===== config.mk =====
export PLATFORM = sky130hd
export DESIGN_NAME = lzd_front
export DESIGN_NICKNAME = d
export VERILOG_FILES = /design/src/rtl/core/assert_macros.svh /design/src/rtl/core/lzd_pkg.sv /design/src/rtl/core/lzd_front.sv
export SDC_FILE = /design/constraint.sdc
export NUM_CORES = 1
export LEC_CHECK = 0
export ABC_AREA = 1
export BUFFER_PORTS_ARGS = -buffer_cell sky130_fd_sc_hd__buf_2
export CAP_MARGIN = 40
export CORE_ASPECT_RATIO = 1.25
export CORE_MARGIN = 10
export CORE_UTILIZATION = 52
export CTS_CLUSTER_SIZE = 30
export DETAILED_ROUTE_END_ITERATION = 7
export HOLD_SLACK_MARGIN = 0.06
export PLACE_DENSITY = 0.78
export SETUP_SLACK_MARGIN = 0.1
export SLEW_MARGIN = 20
export SYNTH_ARGS = -nofsm -noshare
export SYNTH_HDL_FRONTEND = slang
export SYNTH_SLANG_ARGS = --single-unit

===== constraint.sdc =====
create_clock -name clk_i -period 1.8 [get_ports clk_i]
set_input_delay 0.36 -clock clk_i [delete_from_list [all_inputs] [get_ports clk_i]]
set_output_delay 0.36 -clock clk_i [all_outputs]
set_load 0.01 [all_outputs]

===== src/rtl/core/assert_macros.svh =====
// Assertion macros shared by the decompressor RTL
`ifndef ASSERT_MACROS_SVH
`define ASSERT_MACROS_SVH

// Property must hold on every clock edge outside reset
`define ASSERT_AT(label, prop, msg) \
  label: assert property (@(posedge clk_i) disable iff (!rst_ni) prop) else $error(msg);

// Condition must never be true outside reset
`define ASSERT_NEVER(label, cond, msg) \
  label: assert property (@(posedge clk_i) disable iff (!rst_ni) !(cond)) else $error(msg);

`endif


===== src/rtl/core/lzd_pkg.sv =====
// Shared constants and command types for the LZSS decompressor
package lzd_pkg;

  localparam int WINDOW_DEPTH = 4096;
  localparam int CMD_DEPTH    = 4;
  localparam int COPY_BIAS    = 18;
  localparam int MIN_LEN      = 3;
  localparam int OFFSET_W     = 12;
  localparam int LEN_CODE_W   = 4;
  localparam int LEN_W        = 5;   // holds MIN_LEN + 15
  localparam logic [3:0] TOKENS_PER_FLAG = 4'd8;

  typedef enum logic [1:0] {
    CMD_RESTART,
    CMD_LITERAL,
    CMD_COPY
  } cmd_kind_e;

  typedef struct packed {
    cmd_kind_e                kind;
    logic [OFFSET_W-1:0]      arg;       // literal byte in low bits, or copy offset
    logic [LEN_CODE_W-1:0]    len_code;  // copy length minus MIN_LEN
  } cmd_t;

endpackage


===== src/rtl/core/lzd_front.sv =====
// Token parser: tracks flag bits and turns payload bytes into commands
module lzd_front (
  input  logic          clk_i,
  input  logic          rst_ni,
  input  logic          in_valid_i,
  output logic          in_ready_o,
  input  logic [7:0]    in_byte_i,
  input  logic          stream_start_i,
  input  logic          full_i,
  output logic          push_o,
  output lzd_pkg::cmd_t cmd_o
);
  import lzd_pkg::*;

  logic [7:0] flag_q, flag_d;
  logic [3:0] tokens_q, tokens_d;
  logic       pend_q, pend_d;
  logic [7:0] first_q, first_d;

  logic       accept;
  logic [7:0] flag_eff;
  logic [3:0] tokens_eff;
  logic       pend_eff;

  assign in_ready_o = !full_i;
  assign accept     = in_valid_i && !full_i;

  // a stream start wipes token state before the byte is parsed as a flag byte
  assign flag_eff   = stream_start_i ? 8'd0 : flag_q;
  assign tokens_eff = stream_start_i ? 4'd0 : tokens_q;
  assign pend_eff   = stream_start_i ? 1'b0 : pend_q;

  always_comb begin
    flag_d       = flag_q;
    tokens_d     = tokens_q;
    pend_d       = pend_q;
    first_d      = first_q;
    push_o       = 1'b0;
    cmd_o.kind   = CMD_RESTART;
    cmd_o.arg    = '0;
    cmd_o.len_code = '0;
    if (accept) begin
      if (tokens_eff == 4'd0) begin
        flag_d   = in_byte_i;
        tokens_d = TOKENS_PER_FLAG;
        pend_d   = 1'b0;
        push_o   = stream_start_i;
      end else if (pend_eff) begin
        push_o         = 1'b1;
        cmd_o.kind     = CMD_COPY;
        cmd_o.arg      = {in_byte_i[7:4], first_q};
        cmd_o.len_code = in_byte_i[3:0];
        pend_d         = 1'b0;
        flag_d         = flag_eff >> 1;
        tokens_d       = tokens_eff - 4'd1;
      end else if (flag_eff[0]) begin
        push_o     = 1'b1;
        cmd_o.kind = CMD_LITERAL;
        cmd_o.arg  = OFFSET_W'(in_byte_i);
        flag_d     = flag_eff >> 1;
        tokens_d   = tokens_eff - 4'd1;
      end else begin
        first_d = in_byte_i;
        pend_d  = 1'b1;
        flag_d  = flag_eff;
        tokens_d = tokens_eff;
      end
    end
  end

  always_ff @(posedge clk_i or negedge rst_ni) begin
    if (!rst_ni) begin
      flag_q   <= '0;
      tokens_q <= '0;
      pend_q   <= 1'b0;
      first_q  <= '0;
    end else begin
      flag_q   <= flag_d;
      tokens_q <= tokens_d;
      pend_q   <= pend_d;
      first_q  <= first_d;
    end
  end

endmodule


==> results of run 1 <==
cells in the final DEF (no fill, tap or decap), drive strengths merged:
master	count
buf	52
clkinv	1
o21ai	18
inv	23
nor2	29
a21oi	2
nor3	1
a31oi	1
o31ai	1
dfrtp	21
nand3	13
dlygate4sd3	1
nand2	84
clkbuf	3
worst paths after layout:
check	startpoint	to	slack (ns)	depth (start not counted)
worst max-delay path	tokens_q[1]	cmd_o[5]	-0.15	8
max in group asynchronous	rst_ni	first_q[4]	0.95	2
worst min register to register	first_q[3]	first_q[3]	0.51	2
worst max register to register	tokens_q[1]	first_q[5]	0.20	9
worst min-delay path	in_byte_i[0]	flag_q[0]	0.34	3
min in group asynchronous	rst_ni	flag_q[5]	0.52	2
cells by family after synthesis:
| logic type | after synthesis |
|---|---|
| simple gates | 126 |
| compound gates | 22 |
| buf+inv | 29 |
| flops | 21 |
critical path, stage by stage, from the launching register on:
cell	delay [ns]
sky130_fd_sc_hd__dfrtp_1	0.43
sky130_fd_sc_hd__o21ai_2	0.20
sky130_fd_sc_hd__nand2_4	0.13
sky130_fd_sc_hd__nand2_4	0.10
sky130_fd_sc_hd__nor3_4	0.04
sky130_fd_sc_hd__buf_4	0.15
sky130_fd_sc_hd__nand2_1	0.06
sky130_fd_sc_hd__nand2_1	0.04
sky130_fd_sc_hd__buf_2	0.13
Yosys cell counts, drive strengths merged:
| cell | number |
|---|---|
| o21ai | 18 |
| a21oi | 2 |
| nor2 | 28 |
| nand3 | 13 |
| clkbuf | 1 |
| dfrtp | 21 |
| nand2 | 84 |
| o31ai | 1 |
| buf | 5 |
| nor3 | 1 |
| a31oi | 1 |
| inv | 23 |
timing repair:
action / 4_1_cts / 5_1_grt
buffers inserted: 6 / 8
pin swaps: 3 / 6
resized for setup: 7 / 33
hold buffers: 1 / 0
gates cloned: 0 / 1
endpoints found under the setup margin: 19 / 19
endpoints found under the hold margin: 21 / 0
per-layer routing:
metal,up-vias,routed length [um],global-route usage [%],share of wire [%]
li1,713,-,-,-
met1,675,1515,15.42,38
met2,58,2090,23.12,53
met3,10,297,5.588,7.5
met4,0,51,4.292,1.3
met5,-,0,0,0
flip-flops by register name, summed over array words and instances, names as in the netlist:
register	count
first_q	8
pend_q	1
tokens_q	4
flag_q	8
layout make-up:
class,count,area [um^2]
Multi-Input combinational cell,149,755.7
Timing Repair Buffer,53,377.9
Clock buffer,3,22.52
Tap cell,33,41.29
Fill cell,176,603.1
Sequential cell,21,525.5
Clock inverter,1,5.005
Inverter,23,96.34
metrics by stage:
step                      cell area, um^2  hold slack [ns]
after global placement               1514           0.3477
after CTS                            1620           0.3257
after detailed placement             1514           0.3480
after floorplan                      1324          0.06441
final                                1824           0.3406
after global routing                 1824           0.3430
power by group through the flow:
stage	sequential (mW)	clock [mW]	combinational (mW)
6_report	0.738	0.235	0.762
5_1_grt	0.756	0.258	0.847
4_1_cts	0.727	0.236	0.599
3_5_place_dp	0.740	0	0.541
3_3_place_gp	0.741	0	0.530
2_1_floorplan	0.716	0	0.440
==> impl_metrics.ini, run 1 <==
[synthesis]
synth-compound-area-share_pct = 8.885
number_of_nets_in_the_synthesized_netlist = 211
synth_top_family_by_area = simple AND/OR/NAND/NOR gates
yosys.area_share.adder_pct = 0
synth_top_cell_area_share_pct = 39.70
ys_top_cells_by_area = sky130_fd_sc_hd__dfrtp_1 (40%), sky130_fd_sc_hd__nand2_1 (22%), sky130_fd_sc_hd__nor2_1 (7.7%), sky130_fd_sc_hd__nand3_1 (4.9%), sky130_fd_sc_hd__o21ai_1 (4.9%)
synthXorXnorAreaFrac_pct = 0
mappedNetlistArea_um2 = 1324
syn_area_per_cell_um2 = 6.686
yosys.area_share.simple_pct = 40.64
netlist-cell-type-count = 19
synth_sequential_area_ratio_pct = 39.70
yosys-mux-area-fraction_pct = 0
number_of_instances_in_the_synthesized_netlist = 198
synth_warnings = 0
yosys_register_bits = 21
synth_top_cell_by_area = sky130_fd_sc_hd__dfrtp_1

[clock_tree]
cts.path.max_buffers = 2
tritoncts = done
cts.sink_count = 21
latest_clock_arrival_within_the_worst_skew_pair_ns = 0.31
cts_buffers = 3
buffer_type_at_the_clock_tree_root = sky130_fd_sc_hd__clkbuf_4
htree_levels = 1
cts.reportedPaths.clkPinSlew_ns = 0.13

[sta]
final.period_utilization_pct = 108.3
final-setup-viol-count = 18
fin_skew_ns = 0.009535
timing.fmax_ghz = 0.5129
maxSlewHeadroom_pct = 68.59
setup_repair_after_global_routing_missed_its_margin = yes
max_slew.worst_pin.slew_ns = 0.4712
timing.setup.tns_ns = -1.973
count_of_pins_over_their_slew_limit = 0
timing.final.ws_setup_ns = -0.1497
timing_hold_violations_final = 0
min_period_ns = 1.950

[placed_design]
gp_congestion = 0.8024
post-dp-hpwl_um = 2428
place_inst = 263
post-place-ws_ns = -0.09097
port_buffers = 32

[drt]
ant_nets = 0
drt_iter0_drc = 82
drt_pass_1_iters = 4
routed_wirelength_um = 3955
post_drt_wl_per_cell_um = 13.98
via_count = 1456
drt_drc_violations_left = 0
post_drt_via_cell_ratio = 5.145

[global_routing]
number_of_global_route_vias_before_repair = 1368
largest_net_degree_at_the_start_of_global_routing = 22
grt_use_total_pct = 13.83
first_pass_grt_wire_length_um = 5768
antenna_found_initial = 0
grt_remaining_overflow = 0

[pwr]
p_int_mw = 1.044
p_comb_share_pct = 43.9
power.switching_fraction_pct = 39.87
part_of_the_power_in_the_clock_network_pct = 13.5
post-layout-total-power_mw = 1.736
power.net_switching_mw = 0.6920
vdd_ir_drop_max_uv = 640.3
static-leakage-power_nw = 1.042
sequential_group_share_of_total_power_pct = 42.5
pwr_density_cell_nw_per_um2 = 951.4

[floorplanning]
io_pins = 33
placement_rows = 20
die_area_um2 = 4977
starting_density_of_the_core_pct = 54.54
fp.coreArea_um2 = 2427
floorplan.die.width_um = 65.13
chipHeight_um = 76.41

[layout]
syn_to_final_growth_pct = 37.81
fin_util_pct = 75.15
numnets_final = 264
non_filler_instance_count_after_layout = 283
layout-drive-gt1-share_pct = 35.60
antenna-diode-count = 0

[run_status]
violations_in_the_final_reports = negative setup slack
status = complete, but fails checks

[critical_path]
worst-endpoint-required_ns = 1.44
critPathArrivalTime_ns = 1.59
crit_type = flip-flop to output port
critical_path.max_fanout = 4
worst_setup_path_end_kind = output port
critical_path.startpoint_type = flip-flop

[flow_run]
max_cap_viol_count = 0

[hold_path]
path_type_of_the_worst_min_delay_path = input pin to flip-flop
Note: power is estimated with default switching activity, not from simulation.
==> inputs of run 2 (changes only) <==
Settings changed: ABC_AREA 1 to 0, CORE_ASPECT_RATIO 1.25 to unset, CORE_UTILIZATION 52 to 51.
==> run 2 against run 1 <==
- the flow still finishes with violations (negative setup slack)
- setup slack worse by 0.23 ns
- total power is 1.1% higher
- utilization is 0.76 points higher
- design area is 7.1% lower
- combinational power hardly changed
- flip-flop and latch count stayed put
==> impl_metrics.ini, run 2 <==
[critical_path]
path_buf_inv = 2
worst_r2r_path_depth = 4
crit_cells = 4
critical_path.top_delay_family = simple AND/OR/NAND/NOR gates
critical_path.cell_chain = or4_4 -> buf_4 -> and3_1 -> buf_2
timing.critical_path.slowest_stage_cell = sky130_fd_sc_hd__or4_4
crit_type = flip-flop to output port
register_to_register_setup_slack_ns = 0.04
critPathArrivalTime_ns = 1.82
worst-endpoint-required_ns = 1.44
slowest_delay_ns = 0.59
critical_path.startpoint_type = flip-flop
worst_setup_path_end_kind = output port
critical_path.max_fanout = 6

[synthesis]
yosys_most_used_dff = sky130_fd_sc_hd__dfrtp_1
synth-edff-count = 0
mappedNetlistArea_um2 = 1209
yosys-mux-area-fraction_pct = 7.453
list_of_most_frequent_post_synthesis_cells = sky130_fd_sc_hd__dfrtp_1 (21), sky130_fd_sc_hd__nor2_1 (13), sky130_fd_sc_hd__a22oi_1 (8), sky130_fd_sc_hd__and2_1 (8), sky130_fd_sc_hd__mux2_2 (8)
yosys.area_share.adder_pct = 0
ys_top_cells_by_area = sky130_fd_sc_hd__dfrtp_1 (43%), sky130_fd_sc_hd__mux2_2 (7.5%), sky130_fd_sc_hd__a22oi_1 (5.0%), sky130_fd_sc_hd__and2_1 (4.1%), sky130_fd_sc_hd__nor2_1 (4.0%)
synth_sequential_area_ratio_pct = 43.48
syn_area_per_cell_um2 = 10.51
synth_top_cell_by_area = sky130_fd_sc_hd__dfrtp_1
netlist-cell-type-count = 41
synth_top_family_by_area = simple AND/OR/NAND/NOR gates
synthArstFlopShare_pct = 100.0
number_of_nets_in_the_synthesized_netlist = 128
synth_top_cell_area_share_pct = 43.48
yosys_register_bits = 21
synth_most_common_cell = sky130_fd_sc_hd__dfrtp_1
synthXorXnorAreaFrac_pct = 0
synth_warnings = 0
yosys.area_share.simple_pct = 24.12
number_of_instances_in_the_synthesized_netlist = 115
synth-compound-area-share_pct = 21.43

[drt]
drt_drc_violations_left = 0
drt_pass_1_iters = 4
post_drt_wl_per_cell_um = 20.04
routed_wirelength_um = 3887
ant_nets = 0
post_drt_via_cell_ratio = 6.052
drt_iter0_drc = 83
via_count = 1174

[sta]
fin_skew_ns = 0.002577
timing.fmax_ghz = 0.4579
min_period_ns = 2.184
count_of_pins_over_their_slew_limit = 0
timing_hold_violations_final = 0
timing.final.ws_setup_ns = -0.3841
setup_repair_after_global_routing_missed_its_margin = yes
final.period_utilization_pct = 121.3
max_slew.worst_pin.slew_ns = 0.4807
final-setup-viol-count = 19
maxSlewHeadroom_pct = 67.76

[floorplanning]
starting_density_of_the_core_pct = 54.12
chipHeight_um = 68.68
die_area_um2 = 4717
io_pins = 33
placement_rows = 17
fp.coreArea_um2 = 2233
floorplan.die.width_um = 68.68

[pwr]
power.switching_fraction_pct = 37.51
post-layout-total-power_mw = 1.755
static-leakage-power_nw = 0.7596
p_comb_share_pct = 43.3
vdd_ir_drop_max_uv = 729.0
pwr_density_cell_nw_per_um2 = 1035
sequential_group_share_of_total_power_pct = 43.0
part_of_the_power_in_the_clock_network_pct = 13.7
p_int_mw = 1.097
power.net_switching_mw = 0.6582

[clock_tree]
latest_clock_arrival_within_the_worst_skew_pair_ns = 0.32
cts.sink_count = 21
htree_levels = 1
cts.path.max_buffers = 2
tritoncts = done
cts.reportedPaths.clkPinSlew_ns = 0.12
cts_buffers = 3
buffer_type_at_the_clock_tree_root = sky130_fd_sc_hd__clkbuf_4

[layout]
numnets_final = 179
non_filler_instance_count_after_layout = 194
layout-drive-gt1-share_pct = 53.33
reg_top3 = first_q x8, flag_q x8, tokens_q x4
fillers = 152
layout_common_cells = sky130_fd_sc_hd__buf_2 (23), sky130_fd_sc_hd__dfrtp_1 (20), sky130_fd_sc_hd__buf_4 (16)
postLayoutCellArea_um2 = 1695
syn_to_final_growth_pct = 40.27
final_common_cell = sky130_fd_sc_hd__buf_2

[run_status]
status = complete, but fails checks
violations_in_the_final_reports = negative setup slack

[placed_design]
place_inst = 184
post_dp_cell_area_um2 = 1508
post-dp-hpwl_um = 2648
gp_congestion = 0.8617
port_buffers = 32

[global_routing]
grt_remaining_overflow = 0
number_of_global_route_vias_before_repair = 1197
grt_use_total_pct = 16.52
largest_net_degree_at_the_start_of_global_routing = 22
antenna_found_initial = 1
first_pass_grt_wire_length_um = 5934

[hold_path]
worst_hold_path.num_cells = 2
path_type_of_the_worst_min_delay_path = input pin to flip-flop

[flow_run]
max_cap_viol_count = 0
## run 2: final timing paths
check,start,endpoint
setup reg to reg,tokens_q[1],first_q[3]
min in group asynchronous,rst_ni,flag_q[5]
setup / recovery,tokens_q[1],cmd_o[16]
hold / removal,in_byte_i[1],flag_q[1]
hold reg to reg,flag_q[7],flag_q[7]
max in group asynchronous,rst_ni,tokens_q[0]
## run 2: cell type report
| class | instances | area, um^2 | area share (%) |
|---|---|---|---|
| antenna | 1 | 2.502 | 0.1476 |
| clock buffer | 3 | 22.52 | 1.328 |
| clock inverter | 1 | 5.005 | 0.2952 |
| inverter | 4 | 15.01 | 0.8856 |
| multi-input combinational | 87 | 742.0 | 43.76 |
| sequential | 21 | 526.8 | 31.07 |
| tap | 28 | 35.03 | 2.066 |
| timing repair buffer | 49 | 346.6 | 20.44 |
## run 2: kinds of logic (layout without fill, tap and decap cells)
group | after synthesis | in the layout
buffers and inverters | 9 | 57
and+or+nand+nor | 47 | 49
other | 0 | 1
DFF | 21 | 21
AOI/OAI and AO/OA | 30 | 30
muxes | 8 | 8
## run 2: per-layer routing
| layer | share of wire, % | global-route usage (%) | vias to the layer above |
|---|---|---|---|
| met3 | 5.1 | 4.509 | 6 |
| met2 | 53 | 26.73 | 39 |
| met1 | 41 | 20.60 | 586 |
| li1 | - | - | 543 |
| met4 | 1.2 | 5.779 | 0 |
| met5 | 0 | 0 | - |
## run 2: power groups by stage
| stage | Clock, mW | Sequential, mW | Combinational [mW] |
|---|---|---|---|
| floorplan | 0 | 0.754 | 0.426 |
| global placement | 0 | 0.741 | 0.652 |
| detailed placement | 0 | 0.759 | 0.680 |
| CTS | 0.240 | 0.749 | 0.719 |
| global route | 0.275 | 0.778 | 0.818 |
| finish | 0.241 | 0.754 | 0.760 |
## run 2: metrics by stage
stage               setup WS (ns)  hold slack, ns  setup TNS, ns  utilization [%]
floorplan                 0.02140         0.06441              0                -
global placement          0.03096          0.3394              0            67.51
detailed placement      -0.004552          0.3438      -0.007165            67.51
CTS                       -0.3471          0.3169         -6.246            73.39
global route              -0.4247          0.3042         -7.312            75.91
finish                    -0.3841          0.3183         -6.405            75.91
## run 2: what timing repair did
action	in CTS	in global routing
gates resized for setup	14	6
hold endpoints to repair	21	0
buffers inserted	1	1
gates cloned	1	1
hold buffers	1	0
pin swaps	1	3
endpoints found under the setup margin	28	33
