$ cat src/rtl/core/assert_macros.svh
// Assertion macros shared by the decompressor RTL
`ifndef ASSERT_MACROS_SVH
`define ASSERT_MACROS_SVH

// Property must hold on every clock edge outside reset
`define ASSERT_AT(label, prop, msg) \
  label: assert property (@(posedge clk_i) disable iff (!rst_ni) prop) else $error(msg);

// Condition must never be true outside reset
`define ASSERT_NEVER(label, cond, msg) \
  label: assert property (@(posedge clk_i) disable iff (!rst_ni) !(cond)) else $error(msg);

`endif

$ cat src/rtl/core/lzd_pkg.sv
// Shared constants and command types for the LZSS decompressor
package lzd_pkg;

  localparam int WINDOW_DEPTH = 4096;
  localparam int CMD_DEPTH    = 4;
  localparam int COPY_BIAS    = 18;
  localparam int MIN_LEN      = 3;
  localparam int OFFSET_W     = 12;
  localparam int LEN_CODE_W   = 4;
  localparam int LEN_W        = 5;   // holds MIN_LEN + 15
  localparam logic [3:0] TOKENS_PER_FLAG = 4'd8;

  typedef enum logic [1:0] {
    CMD_RESTART,
    CMD_LITERAL,
    CMD_COPY
  } cmd_kind_e;

  typedef struct packed {
    cmd_kind_e                kind;
    logic [OFFSET_W-1:0]      arg;       // literal byte in low bits, or copy offset
    logic [LEN_CODE_W-1:0]    len_code;  // copy length minus MIN_LEN
  } cmd_t;

endpackage

$ cat src/rtl/core/lzd_cmd_fifo.sv
// Small command queue between the token parser and the output engine
`include "assert_macros.svh"

module lzd_cmd_fifo #(
  parameter int Depth = lzd_pkg::CMD_DEPTH
) (
  input  logic          clk_i,
  input  logic          rst_ni,
  input  logic          push_i,
  input  lzd_pkg::cmd_t wr_cmd_i,
  output logic          full_o,
  input  logic          pop_i,
  output logic          valid_o,
  output lzd_pkg::cmd_t rd_cmd_o
);
  import lzd_pkg::*;

  localparam int PtrW = (Depth > 1) ? $clog2(Depth) : 1;
  localparam int CntW = $clog2(Depth + 1);

  cmd_t            slots_q [Depth];
  logic [PtrW-1:0] wr_ptr_q, rd_ptr_q;
  logic [CntW-1:0] count_q;
  logic            do_push, do_pop;

  assign full_o   = (count_q == CntW'(Depth));
  assign valid_o  = (count_q != '0);
  assign rd_cmd_o = slots_q[rd_ptr_q];
  assign do_push  = push_i && !full_o;
  assign do_pop   = pop_i && valid_o;

  function automatic logic [PtrW-1:0] ptr_next(input logic [PtrW-1:0] p);
    ptr_next = (p == PtrW'(Depth - 1)) ? '0 : p + PtrW'(1);
  endfunction

  always_ff @(posedge clk_i) begin
    if (do_push) begin
      slots_q[wr_ptr_q] <= wr_cmd_i;
    end
  end

  always_ff @(posedge clk_i or negedge rst_ni) begin
    if (!rst_ni) begin
      wr_ptr_q <= '0;
      rd_ptr_q <= '0;
      count_q  <= '0;
    end else begin
      if (do_push) begin
        wr_ptr_q <= ptr_next(wr_ptr_q);
      end
      if (do_pop) begin
        rd_ptr_q <= ptr_next(rd_ptr_q);
      end
      if (do_push && !do_pop) begin
        count_q <= count_q + CntW'(1);
      end else if (do_pop && !do_push) begin
        count_q <= count_q - CntW'(1);
      end
    end
  end

  `ASSERT_NEVER(a_no_overflow, push_i && full_o, "command pushed into full queue")
  `ASSERT_NEVER(a_no_underflow, pop_i && !valid_o, "command popped from empty queue")
  `ASSERT_AT(a_count_range, count_q <= CntW'(Depth), "queue count out of range")

endmodule

$ cat config.mk
export PLATFORM = sky130hd
export DESIGN_NAME = lzd_cmd_fifo
export DESIGN_NICKNAME = d
export VERILOG_FILES = /design/src/rtl/core/lzd_pkg.sv /design/src/rtl/core/lzd_cmd_fifo.sv
export VERILOG_INCLUDE_DIRS = /design/src /design/src/rtl/core
export SDC_FILE = /design/constraint.sdc
export NUM_CORES = 1
export LEC_CHECK = 0
export ABC_AREA = 0
export BUFFER_PORTS_ARGS = -buffer_cell sky130_fd_sc_hd__buf_4
export CORE_MARGIN = 2
export CORE_UTILIZATION = 63
export CTS_BUF_LIST = sky130_fd_sc_hd__clkbuf_2 sky130_fd_sc_hd__clkbuf_4 sky130_fd_sc_hd__clkbuf_8
export DETAILED_ROUTE_END_ITERATION = 16
export PLACE_DENSITY_LB_ADDON = 0.1
export REMOVE_ABC_BUFFERS = 1
export SLEW_MARGIN = 20
export SYNTH_ARGS = -nofsm -noshare
export SYNTH_HDL_FRONTEND = slang
export SYNTH_SLANG_ARGS = --single-unit
export TNS_END_PERCENT = 100
$ cat constraint.sdc
create_clock -name clk_i -period 5.6 [get_ports clk_i]
set_input_delay 0.84 -clock clk_i [delete_from_list [all_inputs] [get_ports clk_i]]
set_output_delay 0.84 -clock clk_i [all_outputs]
set_load 0.1 [all_outputs]
==> run metrics, run 1 <==
setup repair bufs after CTS=0; end point of the critical path=rd_cmd_o[13]; deepest clock path buffer count=2; Max Cap Viol=0; post-cts sizing count=0; FF-to-FF path depth=8; hpwl dp=about 3.2 mm; Cells after Synth=131; RSZ-0062 raised after global routing=no; die width=approximately 74 um; initial core utilization=around two thirds; routed len/inst=between 20 and 25 um; Reg-to-Reg Start=count_q[0]; crit path kind=reg -> out; Core Rows=25; setup TNS=0 ps; grt peak-use layer=met2; M2 GR Usage=35.42%; synth warn=0; global-route wire length before repair=~7.6 mm; fmax=347.7 MHz; final net count=~210; Reg clk slew, reported paths=70 ps; vias in the first global route=approximately 1500; Setup crit end kind=primary output; Hold Path Class=in -> async; reg-to-reg endpoint=count_q[2]; Req. time, crit path=about 4800 ps; final wirelength=4.998 mm; CTS Buf Count=9; Area Overhead vs Synth=17.28%; initial antenna violation count=0; core area=around 4700 um^2; # IOs=42; most frequent cells in the layout=edfxtp_1 (72), buf_4 (42), mux4_2 (18); First DRT Iteration DRCs=about 100; Final Hold Fails=0; Final Max Slew Viols=0; post-synthesis sequential area ratio=around 77%; Die Y=between 70 and 80 um; register bit total from synthesis=79; CP startpoint kind=flop; Post-Syn Area=approximately 3000 um^2; Min Clock Period, post-route=2876 ps; pin count of the biggest net entering global routing=21; arrival time worst endpoint=~2000 ps; Port-buffer cells=41; antenna viol nets, final=0; status=completed; worst skew pair latency=about 340 ps; GRT Total Usage=about a fifth; ANT cells=0; gpl congestion=about 0.66; H-tree Lvls=3; Die ar.=approximately 5400 um^2; Hold-fix buffers, CTS=0; Max FO, Critical Path=15; via density per instance=5.837; via count=about 1400; syn avg cell area=between 20 and 25 um^2; TritonRoute pass-1 iters=4; Clock Skews=4.282 ps; commonest non-fill, non-tap cell in the layout=edfxtp_1; Reg2Reg Setup Slack=3460 ps; Distinct cells, synth=19; met3 Track Usage GR=under 10%; clk sinks=79; critical path launch point=rd_ptr_q[0]; met1 Track Usage GR=23.89%; TritonCTS clock tree=done; Residual DRC=0; layout cells sized above 1=between 40% and 50%; Slew @ Worst Pin=around 1100 ps; Max-slew headroom=slightly below 30%; period utilisation layout=between 50% and 60%; Finish-stage setup viols=0; CTS root buf=clkbuf_8; GR Overflow Total=0
## critical path, stage by stage (launching register included)
cell,delay [ps]
dfrtp_1,510
buf_4,370
mux4_2,560
buf_4,250
## cell families (layout without fill, tap and decap cells)
| family | count (synthesis) | in the layout | synth area share [%] |
|---|---|---|---|
| fa+ha+maj | 7 | 7 | 3.119 |
| simple gates | 12 | 12 | 2.872 |
| mux | 23 | 23 | 15.39 |
| buf+inv | 7 | 61 | 1.108 |
| xor+xnor | 3 | 3 | 0.8619 |
| flops | 79 | 79 | 76.65 |
## metal layers
metal,wire length [um],vias to the layer above
li1,-,628
met1,1998,724
met2,2729,36
met3,202,7
met4,68,0
met5,0,-
## cell usage after synthesis
master,count,area (um^2)
xnor2_1,1,8.760
nor2_1,4,15.01
ha_1,6,75.07
fa_1,1,20.02
nor2b_2,1,8.760
edfxtp_1,72,2162
buf_4,1,7.510
buf_2,3,15.01
dfrtp_1,7,175.2
inv_1,3,11.26
or3_4,1,11.26
nand2_1,1,3.750
mux2_4,2,30.03
xor2_1,2,17.52
nand2_4,1,11.26
and2_1,3,18.77
mux2_2,3,33.78
mux4_2,18,405.4
nor3b_4,1,18.77
## metrics by stage
step                utilization (%)  instances  hold WS, ps  cell area, um^2  setup WS [ps]
floorplan                         -        127        464.5             3027           2923
global placement              72.72        223        480.6             3412           3080
detailed placement            72.72        223        490.3             3412           3038
CTS                           76.21        239        291.2             3576           2664
global route                  76.21        239        283.3             3576           2603
finish                        76.21        239        299.4             3576           2724
## sequential cells by signal, indices dropped and copies added, names as in the netlist
| register | count |
|---|---|
| slots_q | 72 |
| count_q | 3 |
| rd_ptr_q | 2 |
| wr_ptr_q | 2 |
## final cells by class
| type | instances | area [um^2] |
|---|---|---|
| Clock buffer | 11 | 138.9 |
| Clock inverter | 5 | 25.02 |
| Fill cell | 270 | 1116 |
| Inverter | 3 | 11.26 |
| Multi-Input combinational cell | 45 | 680.7 |
| Sequential cell | 79 | 2337 |
| Tap cell | 54 | 67.56 |
| Timing Repair Buffer | 42 | 315.3 |
## worst min path at each step
stage          slack, ps     endpoint  depth (start not counted)        from
4_1_cts              290  wr_ptr_q[1]                          1      rst_ni
3_3_place_gp         480   count_q[2]                          1  count_q[2]
2_1_floorplan        460   count_q[2]                          1  count_q[2]
5_1_grt              280  wr_ptr_q[1]                          1      rst_ni
3_5_place_dp         490   count_q[2]                          1  count_q[2]
6_report             300   count_q[1]                          1      rst_ni
Power of run 1 is not shown: default switching activity piles up to over one toggle a cycle in this logic, so the estimate is an artifact.
==> run 2, diff against run 1 <==
- CORE_UTILIZATION: 63 -> 53
- clock period: 5.6 -> 2.33 ns (I/O delays scaled with it)
==> run 2 against run 1 <==
  * Sequential cell count is the same
  * Cell count grew 11%
  * Setup slack lost 2500 ps
  * Clock skew is essentially flat
  * Utilization shrank 9.5 points
  * First-iteration DRC count shrank 38%
  * Sequential share of layout area shrank 2.1 points
  * Critical path depth grew 5
  * Critical endpoint is now count_q[2]
==> run metrics, run 2 (same netlist as run 1, synthesis figures left out) <==
Hold Slack=215.7 ps (-83.68 ps); GR Overflow Total=0 (unchanged); fmax=around 470 MHz; Min Clock Period, post-route=about 2100 ps; status=completed; DP Cell Count=250 (+12%); deepest clock path buffer count=2 (unchanged); Residual DRC=0 (unchanged); largest register by flop count=slots_q; Core Rows=27 (+8.0%); crit path kind=reg -> reg; Final Hold Fails=0 (unchanged); biggest regs=slots_q: 72 flops, count_q: 3 flops; Clock Skews=4.357 ps (+0.07502 ps); gpl congestion=0.8128 (+22%); Max FO, Critical Path=4 (-11); H-tree Lvls=3 (unchanged); Max-slew headroom=80.48% (+51 points); max reg flops=72 (unchanged); hpwl dp=3.253 mm (+0.55%); pre-CTS setup slack=215.6 ps (-2822 ps); worst skew pair latency=330 ps (about the same); Reg clk slew, reported paths=70 ps (about the same); critical-path cell list=or3_4 > nand2_4 > ha_1 > inv_1 > fa_1 > xor2_1 > nor2_1 > xor2_1; TritonRoute pass-1 iters=4 (unchanged); routed len/inst=18.25 um (-13%); Die Y=79.85 um (+8.5%); Req. time, crit path=2580 ps (-2180 ps); Die ar.=6376 um^2 (+18%); final worst slack=210.3 ps (-2514 ps); ANT cells=0 (unchanged); Non-Filler Instances=266 (+11%); setup repair bufs after CTS=0 (unchanged); layout cells sized above 1=47.42% (+2.6 points); slowest stage delay, CP=460 ps (-100 ps); die width=79.85 um (+8.5%); final net count=219 (+4.8%); arrival time worst endpoint=2370 ps (+330 ps); most frequent cells in the layout=edfxtp_1 (72), buf_4 (51), mux4_2 (18); CTS Buf Count=9 (unchanged); TritonCTS clock tree=done; final wirelength=4.854 mm (-2.9%); Slew @ Worst Pin=292.7 ps (-768.1 ps); Area Overhead vs Synth=21.13%; period utilisation layout=90.98%; initial antenna violation count=0 (unchanged); pin count of the biggest net entering global routing=19 (-9.5%); GRT Total Usage=16.75% (-3.8 points); core area=5540 um^2 (+18%); largest delay contributor family on the critical path=simple AND/OR/NAND/NOR gates; Final Max Slew Viols=0 (unchanged); via density per instance=5.293 (-9.3%); First DRT Iteration DRCs=61 (-38%); most frequent CP cell=xor2_1; CTS root buf=clkbuf_8; Port-buffer cells=41 (unchanged); Finish-stage setup viols=0 (unchanged); RSZ-0062 raised after global routing=no; Critical Path Slowest Stage Cell=dfrtp_1; Final Util=66.67% (-9.5 points); vias in the first global route=1576 (+3.6%); antenna viol nets, final=0 (unchanged); Hold Path Class=in -> reg; Setup crit end kind=flop; clk sinks=79 (unchanged); CP startpoint kind=flop; # IOs=42 (unchanged); via count=1408 (+0.93%); initial core utilization=55.04% (-10 points); Buf+Inv Stages, Crit Path=1 (-1); global-route wire length before repair=7.596 mm (+0.26%); commonest non-fill, non-tap cell in the layout=edfxtp_1; Max Cap Viol=0 (unchanged)
run 2: final cells by class:
type                            instances  area (um^2)
Sequential cell                        79         2337
Fill cell                             390         1847
Multi-Input combinational cell         45        680.7
Timing Repair Buffer                   52        392.9
Clock buffer                           10        131.4
Tap cell                               72        90.09
Clock inverter                          5        50.05
Inverter                                3        11.26
run 2: path summary, 6_finish.rpt:
path,from,to,slack (ps),depth (start not counted)
hold reg to reg,count_q[2],count_q[2],520,1
hold / removal,wr_cmd_i[4],slots_q[2][4],220,1
max in group asynchronous,rst_ni,rd_ptr_q[1],1830,2
min in group asynchronous,rst_ni,count_q[1],370,2
setup / recovery,count_q[0],count_q[2],210,8
setup reg to reg,count_q[0],count_q[2],210,8
run 2: repair_timing:
| action | in CTS | in global routing |
|---|---|---|
| gates resized for setup | 0 | 0 |
| hold endpoints to repair | 7 | 0 |
| setup endpoints to repair | 0 | 0 |
| hold buffers | 1 | 0 |
run 2: per-stage QoR:
step                      instance area, um^2  setup TNS (ps)
final                                    3694               0
after global routing                     3694               0
after CTS                                3694               0
after global placement                   3502               0
after detailed placement                 3502               0
after floorplan                          3027          -423.8
run 2: worst register-to-register path, cell delays in order (launching register included):
cell     delay (ps)
dfrtp_1         460
or3_4           440
nand2_4         100
ha_1            180
inv_1            60
fa_1            380
xor2_1          150
nor2_1          110
xor2_1          160
run 2: per-layer routing:
layer  up-vias  track usage, %  wire (um)
met5         -               0          0
met4         0           7.458         74
met3        10           4.186        185
met2        29           29.33       2635
met1       725           19.55       1959
li1        644               -          -
Power of run 2 is left out for the same reason.
==> run 3, diff against run 2 <==
--- a/config.mk
+++ b/config.mk
@@ -14,3 +14,3 @@
 export DETAILED_ROUTE_END_ITERATION = 16
-export PLACE_DENSITY_LB_ADDON = 0.1
+export PLACE_DENSITY_LB_ADDON = 0.15
 export REMOVE_ABC_BUFFERS = 1
==> constraint.sdc (replaced) <==
create_clock -name clk_i -period 2.33 [get_ports clk_i]
set_input_delay 0.1165 -clock clk_i [delete_from_list [all_inputs] [get_ports clk_i]]
set_output_delay 0.1165 -clock clk_i [all_outputs]
set_load 0.1 [all_outputs]
==> run 3 against run 2 <==
  * Register-to-register slack got worse by 30 ps
  * Via count rose by 5.9%
  * First-iteration DRC count fell by 18%
  * Utilization grew 3.4 points
==> run metrics, run 3 (same netlist as run 1, synthesis figures left out) <==
Max FO, Critical Path=4 (unchanged); initial antenna violation count=0 (unchanged); GRT Total Usage=18.54% (+1.8 points); Die ar.=6376 um^2 (unchanged); H-tree Lvls=3 (unchanged); largest register by flop count=slots_q; arrival time worst endpoint=2410 ps (+40 ps); post-cts sizing count=0 (unchanged); Reg clk slew, reported paths=80 ps (about the same); via count=1491 (+5.9%); max reg flops=72 (unchanged); gpl congestion=0.7580 (-6.7%); crit path kind=reg -> reg; final wirelength=5.061 mm (+4.3%); DP Cell Count=247 (-1.2%); initial core utilization=55.04% (unchanged); biggest regs=slots_q: 72 flops, count_q: 3 flops; Reg2Reg Setup Slack=180 ps (-30 ps); # IOs=42 (unchanged); Max Cap Viol=0 (unchanged); Clock Skews=7.737 ps (+3.380 ps); Final Max Slew Viols=0 (unchanged); CTS Buf Count=9 (unchanged); TritonCTS clock tree=done; routed len/inst=17.95 um (-1.7%); die width=79.85 um (unchanged); status=completed; antenna viol nets, final=0 (unchanged); GR Overflow Total=0 (unchanged); Port-buffer cells=41 (unchanged); vias in the first global route=1708 (+8.4%); fmax=464.8 MHz (-1.5%); RSZ-0062 raised after global routing=no; Setup crit end kind=flop; Min Clock Period, post-route=2152 ps (+31.91 ps); fill count=374 (-4.1%); CP startpoint kind=flop; Area Overhead vs Synth=27.29%; Finish-stage setup viols=0 (unchanged); Max-slew headroom=71.08% (-9.4 points); First DRT Iteration DRCs=50 (-18%); Final Hold Fails=0 (unchanged); Final Util=70.05% (+3.4 points); layout cells sized above 1=42.86% (-4.6 points); commonest non-fill, non-tap cell in the layout=edfxtp_1; Core Rows=27 (unchanged); Slew @ Worst Pin=433.7 ps (+141.0 ps); hpwl dp=3.297 mm (+1.3%); most frequent cells in the layout=edfxtp_1 (72), buf_4 (48), dlygate4sd3_1 (19); Req. time, crit path=2590 ps (about the same); worst skew pair latency=340 ps (about the same); ANT cells=0 (unchanged); TritonRoute pass-1 iters=5 (+1); via density per instance=5.287 (-0.11%); Residual DRC=0 (unchanged); Hold Slack=121.9 ps (-93.78 ps); Non-Filler Instances=282 (+6.0%); Hold Path Class=in -> async; core area=5540 um^2 (unchanged); Die Y=79.85 um (unchanged); final net count=234 (+6.8%); deepest clock path buffer count=2 (unchanged); CTS root buf=clkbuf_8; clk sinks=79 (unchanged); global-route wire length before repair=8.335 mm (+9.7%); pin count of the biggest net entering global routing=19 (unchanged); period utilisation layout=92.35% (+1.4 points)
-- run 3: cell count changes in the layout (fill, tap and decap cells not counted) --
cell,before,now
buf_4,51,48
bufinv_16,1,2
clkbuf_4,1,0
clkinvlp_4,1,2
dlygate4sd3_1,1,19
-- run 3: metrics by stage --
| step | cell area, um^2 | setup slack [ps] | setup TNS [ps] |
|---|---|---|---|
| 2_1_floorplan | 3027 | -290.4 | -423.8 |
| 3_5_place_dp | 3480 | 183.4 | 0 |
| 6_report | 3881 | 178.4 | 0 |
| 3_3_place_gp | 3480 | 300.8 | 0 |
| 4_1_cts | 3881 | 159.9 | 0 |
| 5_1_grt | 3881 | 71.95 | 0 |
-- run 3: routing by layer --
layer / global-route usage, % / share of wire, %
met5: 0 / 0
met4: 7.627 / 1.7
met3: 4.412 / 3.9
met2: 32.61 / 55
met1: 21.93 / 39
-- run 3: worst max-delay path, cell delays in order (launching register included) --
cell and delay (ps):
dfrtp_1 470, or3_4 450, nand2_4 110, ha_1 180, inv_1 60, fa_1 370, xor2_1 150, nor2_1 120
xor2_1 160
-- run 3: what timing repair did --
action / in CTS / in global routing
buffers inserted: 0 / 0
hold buffers: 19 / 0
hold endpoints to repair: 79 / 0
-- run 3: final timing paths --
kind                            startpoint     endpoint  depth (start not counted)
worst min-delay path                rst_ni   count_q[0]                          2
min in group clk_i                   pop_i  rd_ptr_q[1]                          3
worst min register to register  count_q[2]   count_q[2]                          1
max in group asynchronous           rst_ni  wr_ptr_q[1]                          2
worst max register to register  count_q[0]   count_q[2]                          8
worst max-delay path            count_q[0]   count_q[2]                          8
-- run 3: layout make-up --
cell class                 instances  area, um^2  share of cell area [%]
inverter                           3       11.26                  0.2901
clock inverter                     7       87.58                   2.257
multi-input combinational         45       680.7                   17.54
clock buffer                       9       123.9                   3.191
tap                               72       90.09                   2.321
timing repair buffer              67       550.5                   14.18
sequential                        79        2337                   60.22
Power of run 3 is left out for the same reason.
